===== config.mk =====
export PLATFORM = sky130hd
export DESIGN_NAME = button_press_hold_release_events_top_flat
export DESIGN_NICKNAME = d
export VERILOG_FILES = /design/src/design/bpe_pkg.sv /design/src/design/bpe_tick_if.sv /design/src/design/bpe_event_if.sv /design/src/design/button_press_hold_release_events_top.sv /design/src/design/bpe_lane.sv /design/src/design/bpe_merge.sv /design/src/flat_wrapper.sv
export SDC_FILE = /design/constraint.sdc
export NUM_CORES = 1
export LEC_CHECK = 0
export BUFFER_PORTS_ARGS = -buffer_cell sky130_fd_sc_hd__buf_2
export CAP_MARGIN = 25
export CORE_ASPECT_RATIO = 0.75
export CORE_MARGIN = 2
export CORE_UTILIZATION = 30
export DETAILED_ROUTE_END_ITERATION = 7
export GPL_TIMING_DRIVEN = 0
export PLACE_DENSITY_LB_ADDON = 0.1
export SETUP_SLACK_MARGIN = 0.5
export SLEW_MARGIN = 20
export SYNTH_ARGS = -nofsm -noshare
export SYNTH_HDL_FRONTEND = slang
export SYNTH_SLANG_ARGS = --single-unit

===== constraint.sdc =====
create_clock -name clk -period 8.7 [get_ports clk]
set_input_delay 0.87 -clock clk [delete_from_list [all_inputs] [get_ports clk]]
set_output_delay 0.87 -clock clk [all_outputs]
set_load 0.03 [all_outputs]

===== src/design/bpe_pkg.sv =====
// shared types and constants for the button event detector
// no dependencies
package bpe_pkg;

    localparam int NUM_BUTTONS = 7;
    localparam int IDX_W = 3;
    localparam int TIME_W = 32;
    localparam int THR_W = 16;

    localparam logic [THR_W-1:0] HOLD_DEFAULT_MS = 16'd800;

    typedef enum logic [1:0] {
        KIND_PRESS   = 2'd0,
        KIND_RELEASE = 2'd1,
        KIND_HOLD    = 2'd2
    } event_kind_t;

    typedef struct packed {
        logic              valid;
        event_kind_t       kind;
        logic [TIME_W-1:0] dur;
    } lane_event_t;

endpackage


===== src/design/bpe_tick_if.sv =====
// input channel: one poll tick per item
// depends on bpe_pkg
interface bpe_tick_if;
    import bpe_pkg::*;

    logic                   valid;
    logic                   ready;
    logic [TIME_W-1:0]      time_ms;
    logic [NUM_BUTTONS-1:0] pressed_levels;

    modport source (output valid, output time_ms, output pressed_levels, input ready);
    modport sink (input valid, input time_ms, input pressed_levels, output ready);
endinterface


===== src/design/bpe_event_if.sv =====
// output channel: one button event per item
// depends on bpe_pkg
interface bpe_event_if;
    import bpe_pkg::*;

    logic              valid;
    logic              ready;
    logic [IDX_W-1:0]  button_index;
    logic [1:0]        event_kind;
    logic [TIME_W-1:0] duration_ms;
    logic              last_event;

    modport source (output valid, output button_index, output event_kind,
                    output duration_ms, output last_event, input ready);
    modport sink (input valid, input button_index, input event_kind,
                  input duration_ms, input last_event, output ready);
endinterface


===== src/design/button_press_hold_release_events_top.sv =====
// a tick's lane events are registered as pending, then move one at a time into
// the output register that drives evt; throughput: one event per cycle while
// evt is ready, at most 7 events per tick; the next tick is taken in the cycle
// its predecessor's last event moves into the output register
// reset: asynchronous, clears levels, hold marks, start times, pending events;
// the hold threshold returns to 800 ms
module button_press_hold_release_events_top
    import bpe_pkg::*;
(
    input  logic             clk,
    input  logic             rst_n,
    bpe_tick_if.sink         tick,
    bpe_event_if.source      evt,
    input  logic             cfg_wr_en,
    input  logic [THR_W-1:0] cfg_wr_data
);

    logic [THR_W-1:0] thr_reg;
    logic [THR_W-1:0] thr_eff;
    logic             tick_ready;
    logic             load;
    lane_event_t      lane_ev [NUM_BUTTONS];

    always_ff @(posedge clk or negedge rst_n)
    begin
        if (!rst_n)
        begin
            thr_reg <= HOLD_DEFAULT_MS;
        end
        else if (cfg_wr_en)
        begin
            thr_reg <= cfg_wr_data;
        end
    end

    // a zero threshold acts as one
    assign thr_eff    = (thr_reg == '0) ? THR_W'(1) : thr_reg;
    assign tick.ready = tick_ready;
    assign load       = tick.valid && tick_ready;

    for (genvar g = 0; g < NUM_BUTTONS; g++)
    begin : g_lane
        bpe_lane u_lane (
            .clk   (clk),
            .rst_n (rst_n),
            .load  (load),
            .now   (tick.time_ms),
            .level (tick.pressed_levels[g]),
            .thr   (thr_eff),
            .ev    (lane_ev[g])
        );
    end

    bpe_merge u_merge (
        .clk     (clk),
        .rst_n   (rst_n),
        .load    (load),
        .lane_ev (lane_ev),
        .ready   (tick_ready),
        .evt     (evt)
    );

endmodule


===== src/design/bpe_lane.sv =====
// one button lane: edge detect, press timer and hold mark
// depends on bpe_pkg
module bpe_lane
    import bpe_pkg::*;
(
    input  logic              clk,
    input  logic              rst_n,
    input  logic              load,
    input  logic [TIME_W-1:0] now,
    input  logic              level,
    input  logic [THR_W-1:0]  thr,
    output lane_event_t       ev
);

    logic              prev_reg, prev_next;
    logic              mark_reg, mark_next;
    logic [TIME_W-1:0] start_reg, start_next;
    logic [TIME_W-1:0] held;

    assign held = now - start_reg;

    always_comb
    begin
        ev         = '0;
        ev.kind    = KIND_PRESS;
        prev_next  = level;
        mark_next  = mark_reg;
        start_next = start_reg;
        if (level && !prev_reg)
        begin
            ev.valid   = 1'b1;
            ev.kind    = KIND_PRESS;
            start_next = now;
            mark_next  = 1'b0;
        end
        else if (!level && prev_reg)
        begin
            ev.valid  = 1'b1;
            ev.kind   = KIND_RELEASE;
            ev.dur    = held;
            mark_next = 1'b0;
        end
        else if (level && !mark_reg && (held >= {{(TIME_W-THR_W){1'b0}}, thr}))
        begin
            ev.valid  = 1'b1;
            ev.kind   = KIND_HOLD;
            ev.dur    = held;
            mark_next = 1'b1;
        end
    end

    always_ff @(posedge clk or negedge rst_n)
    begin
        if (!rst_n)
        begin
            prev_reg  <= 1'b0;
            mark_reg  <= 1'b0;
            start_reg <= '0;
        end
        else if (load)
        begin
            prev_reg  <= prev_next;
            mark_reg  <= mark_next;
            start_reg <= start_next;
        end
    end

endmodule


===== src/design/bpe_merge.sv =====
// merge stage: holds one tick's lane events and sends them in index order
// depends on bpe_pkg and bpe_event_if
module bpe_merge
    import bpe_pkg::*;
(
    input  logic        clk,
    input  logic        rst_n,
    input  logic        load,
    input  lane_event_t lane_ev [NUM_BUTTONS],
    output logic        ready,
    bpe_event_if.source evt
);

    logic [NUM_BUTTONS-1:0] pend_reg, pend_next;
    event_kind_t            kind_reg [NUM_BUTTONS];
    logic [TIME_W-1:0]      dur_reg  [NUM_BUTTONS];

    logic              out_valid_reg, out_valid_next;
    logic [IDX_W-1:0]  out_index_reg;
    event_kind_t       out_kind_reg;
    logic [TIME_W-1:0] out_dur_reg;
    logic              out_last_reg;

    logic [NUM_BUTTONS-1:0] sel_mask;
    logic [NUM_BUTTONS-1:0] pend_left;
    logic [NUM_BUTTONS-1:0] lane_valid;
    logic [IDX_W-1:0]       sel_idx;
    logic                   found;
    logic                   advance;

    // lowest pending lane goes first
    always_comb
    begin
        sel_idx  = '0;
        sel_mask = '0;
        found    = 1'b0;
        for (int i = 0; i < NUM_BUTTONS; i++)
        begin
            if (pend_reg[i] && !found)
            begin
                sel_idx     = IDX_W'(i);
                sel_mask[i] = 1'b1;
                found       = 1'b1;
            end
        end
    end

    always_comb
    begin
        for (int i = 0; i < NUM_BUTTONS; i++)
        begin
            lane_valid[i] = lane_ev[i].valid;
        end
    end

    assign advance        = (|pend_reg) && (!out_valid_reg || evt.ready);
    assign pend_left      = advance ? (pend_reg & ~sel_mask) : pend_reg;
    assign ready          = (pend_left == '0);
    assign pend_next      = load ? lane_valid : pend_left;
    assign out_valid_next = advance ? 1'b1 : (out_valid_reg && !evt.ready);

    always_ff @(posedge clk or negedge rst_n)
    begin
        if (!rst_n)
        begin
            pend_reg      <= '0;
            out_valid_reg <= 1'b0;
        end
        else
        begin
            pend_reg      <= pend_next;
            out_valid_reg <= out_valid_next;
        end
    end

    always_ff @(posedge clk)
    begin
        if (load)
        begin
            for (int i = 0; i < NUM_BUTTONS; i++)
            begin
                kind_reg[i] <= lane_ev[i].kind;
                dur_reg[i]  <= lane_ev[i].dur;
            end
        end
        if (advance)
        begin
            out_index_reg <= sel_idx;
            out_kind_reg  <= kind_reg[sel_idx];
            out_dur_reg   <= dur_reg[sel_idx];
            out_last_reg  <= (pend_left == '0);
        end
    end

    assign evt.valid        = out_valid_reg;
    assign evt.button_index = out_index_reg;
    assign evt.event_kind   = out_kind_reg;
    assign evt.duration_ms  = out_dur_reg;
    assign evt.last_event   = out_last_reg;

endmodule


===== src/flat_wrapper.sv =====
// flat-port wrapper written by rule: the top's interface ports become plain ports
module button_press_hold_release_events_top_flat import bpe_pkg::*;
  (clk, rst_n, cfg_wr_en, cfg_wr_data, tick_valid, tick_time_ms, tick_pressed_levels, tick_ready, evt_valid, evt_button_index, evt_event_kind, evt_duration_ms, evt_last_event, evt_ready);
  bpe_tick_if tick_i ();
  bpe_event_if evt_i ();
  input  logic clk;
  input  logic rst_n;
  input  logic cfg_wr_en;
  input  logic [THR_W-1:0] cfg_wr_data;
  input wire logic [$bits(tick_i.valid)-1:0] tick_valid;
  input wire logic [$bits(tick_i.time_ms)-1:0] tick_time_ms;
  input wire logic [$bits(tick_i.pressed_levels)-1:0] tick_pressed_levels;
  output wire logic [$bits(tick_i.ready)-1:0] tick_ready;
  output wire logic [$bits(evt_i.valid)-1:0] evt_valid;
  output wire logic [$bits(evt_i.button_index)-1:0] evt_button_index;
  output wire logic [$bits(evt_i.event_kind)-1:0] evt_event_kind;
  output wire logic [$bits(evt_i.duration_ms)-1:0] evt_duration_ms;
  output wire logic [$bits(evt_i.last_event)-1:0] evt_last_event;
  input wire logic [$bits(evt_i.ready)-1:0] evt_ready;
  assign tick_i.valid = tick_valid;
  assign tick_i.time_ms = tick_time_ms;
  assign tick_i.pressed_levels = tick_pressed_levels;
  assign tick_ready = tick_i.ready;
  assign evt_valid = evt_i.valid;
  assign evt_button_index = evt_i.button_index;
  assign evt_event_kind = evt_i.event_kind;
  assign evt_duration_ms = evt_i.duration_ms;
  assign evt_last_event = evt_i.last_event;
  assign evt_i.ready = evt_ready;
  button_press_hold_release_events_top u_core (.clk(clk), .rst_n(rst_n), .tick(tick_i), .evt(evt_i), .cfg_wr_en(cfg_wr_en), .cfg_wr_data(cfg_wr_data));
endmodule

==> results.yml <==
run_status:
  outcome: "complete, no violations"
worst_setup_path:
  cp.depth: 22
  crit_buf_inv: 5
  crit_required_ns: 9.06
  r2r_setup_slack_ns: 2.39
  crit_chain: "buf_2 > inv_1 > ha_1 > inv_1 > fa_1 > a21oi_1 > o221ai_1 > a21oi_1 > a21oi_1 > xor2_1 > ha_1 > a21o_1 > a211oi_1 > o211ai_1 > a211oi_1 > nand4_1 > nor4_1 > buf_2 > a211oi_1 > o21bai_2 > buf_2 > nor2_1"
  path_class: "in -> reg"
  slowest_delay_ns: 0.69
  critPathSlowestCell: "o21bai_2"
  critPathCaptureType: "flop"
  r2r_cells: 20
  critPathLaunch: "tick_time_ms[0]"
  endpoint: "u_core.u_merge.dur_reg[5][16]"
  path_delay_family: "compound AO/OA/AOI/OAI gates"
  cp-start-kind: "input port"
  arrival_ns: 7.37
  cp_max_fo: 14
  r2r_end: "u_core.u_merge.dur_reg[5][16]"
  r2r-start: "u_core.g_lane[5].u_lane.start_reg[0]"
synthesis:
  ys_seq_elements: 538
  syn_area_um2: 37900
  syn_inst: 3896
  synth_fa_ha_area_frac: 0.117
  synth_edf_count: 276
  synth.distinct_cells: 95
  synth_area_leader_cell: "edfxtp_1"
  synthMuxAreaShare: 0.0976
  synth_compound_area_frac: 0.164
  synth_top_family_by_area: "compound AO/OA/AOI/OAI gates"
  synth_ff_type: "edfxtp_1"
  synth.top_cell.area_share: 0.219
  syn_avg_cell_area_um2: 9.73
  yosys-top-cells-area: "edfxtp_1 (22%), dfrtp_1 (17%), ha_1 (11%)"
  synth-simple-area-share: 0.140
  synth-xor-area-share: 0.0407
  synth_nets: 4306
  async_flop_share: 0.487
  seq_area_frac_synth: 0.392
  yosysWarnings: 0
cells_and_area:
  final_nets: 4481
  drive_gt1_frac: 0.125
  area_growth_pct: 12.9
  fin_util: 0.343
  final_cell_mix: "ha_1 (343), inv_1 (326), nor2_1 (320)"
  final_common_cell: "ha_1"
sta:
  finalHoldViolations: 0
  finalSetupViolCount: 0
  slew_headroom: 0.300
  timing.final.crit_share: 0.807
  worst_hold_slack_ns: 0.0850
  max_freq_mhz: 142
  maxSlewViolCount: 0
  rsz0062_at_grt: "false"
  min_period_ns: 7.02
  fin_skew_ns: 0.0246
  tightest_slew_ns: 1.04
placement:
  port_buffers: 98
  hpwl_um: 104000
  gp_congestion: 0.918
grt:
  track_usage: 0.198
  antenna_found_initial: 3
  grt.overflow.total: 0
  grt_max_degree: 88
  grt_pass1_vias: 29500
  grt_pass1_wl_um: 192000
power:
  p_per_area_nw_per_um2: 440
  p_leak_nw: 18.0
  vdd.ir_drop.worst_mv: 0.158
clock_tree:
  cts-resized-gates: 0
  cts_sinks: 538
  ctsHoldBuffers: 0
  postCtsSetupBuffers: 0
  numCtsBuffers: 66
  htree_num_levels: 3
  clk_pin_slew_ns: 0.06
  cts_tree: "built"
  ctsLongestPathBuffers: 3
  clk_latency_ns: 0.66
  root_buffer: "clkbuf_16"
hold_path:
  hp-class: "in -> async"
die:
  io_pins: 100
  rows: 112
  die_h_um: 312
  dieArea_um2: 129000
  start_util: 0.303
  die_w_um: 414
  core_um2: 125000
detailed_routing:
  vias_per_cell: 5.13
  dr.pass1.iters: 5
  drc: 0
  wl_per_cell_um: 22.4
  drtAntennaViolNets: 0
  vias: 29700
  drtIter0Drc: 2137
  wirelength_um: 129000
run:
  max_cap_viol_count: 0
## power by group
part	total, W	internal, W	switching (W)
registers	0.00457	0.00413	0.000440
clock network	0.00286	0.00166	0.00120
logic	0.0114	0.00423	0.00719
total	0.0188	0.0100	0.00883
## through the flow
stage | instances | setup slack (ns) | area (µm²) | TNS (ns) | total power (W)
5_1_grt | 5773 | 1.29 | 42800 | 0 | 0.0204
3_5_place_dp | 5654 | 0.899 | 40600 | 0 | 0.0160
4_1_cts | 5771 | 1.58 | 42800 | 0 | 0.0190
3_3_place_gp | 5647 | -0.608 | 40400 | -103.69 | 0.0161
2_1_floorplan | 3896 | 2.46 | 37900 | 0 | 0.0124
6_report | 5777 | 1.68 | 42800 | 0 | 0.0188
## worst min-delay path by stage
stage                                                     from                               endpoint  slack [ns]
after floorplan               u_core.g_lane[4].u_lane.mark_reg       u_core.g_lane[4].u_lane.mark_reg        0.45
after global placement    u_core.g_lane[5].u_lane.start_reg[0]   u_core.g_lane[5].u_lane.start_reg[0]        0.47
after detailed placement      u_core.g_lane[4].u_lane.mark_reg       u_core.g_lane[4].u_lane.mark_reg        0.47
after CTS                                                rst_n  u_core.g_lane[3].u_lane.start_reg[21]        0.04
after global routing                                     rst_n  u_core.g_lane[3].u_lane.start_reg[21]        0.06
final                                                    rst_n   u_core.g_lane[2].u_lane.start_reg[3]        0.09
## layout make-up
| type | count | area, µm² |
|---|---|---|
| fillers | 12900 | 82100 |
| multi-input cells | 2882 | 21200 |
| flip-flops and latches | 538 | 14800 |
| well taps | 1653 | 2070 |
| clock buffers | 82 | 1770 |
| inverters | 328 | 1230 |
| repair buffers | 107 | 673 |
| plain buffers | 148 | 614 |
| clock inverters | 35 | 367 |
| diodes | 4 | 10.0 |
## cells by family (layout without fill, tap and decap cells)
logic type | count (synthesis) | in the layout
AOI/OAI and AO/OA | 975 | 975
xor gates and xnor gates | 176 | 176
adders and majority gates | 351 | 351
buffers and inverters | 476 | 700
DFF | 538 | 538
muxes | 299 | 299
other | 0 | 4
and+or+nand+nor | 1081 | 1081
## Yosys cell counts, types with 7 or more instances
library cell,n
nor2b_1,43
o31ai_1,19
nand2_1,277
a211oi_1,53
o21a_1,42
xnor2_1,94
mux2i_1,42
o21bai_1,25
edfxtp_1,276
nand4_1,61
buf_1,18
and3_1,33
xor2_1,82
nor4_1,25
a2111oi_0,7
or2_2,8
a21o_1,112
mux2_2,222
nand2b_1,32
nor2_1,320
fa_1,7
inv_1,327
ha_1,343
dfrtp_1,259
buf_2,16
o21ai_0,220
nor3_1,72
o21ai_1,18
nand3_1,50
nor3b_1,79
and4_1,10
a21boi_0,7
clkbuf_1,110
o2111ai_1,9
or3_1,15
a21oi_1,293
mux4_2,34
o221ai_1,7
a211o_1,14
a31oi_1,29
and2_1,20
o211ai_1,25
## per-layer routing
metal,global-route usage,share of wire,up-vias
li1,-,-,14600
met2,0.309,0.44,511
met1,0.289,0.50,14400
met3,0.0222,0.035,145
met4,0.0508,0.025,0
met5,0,0,-
Power figures use the tool's default switching activity.
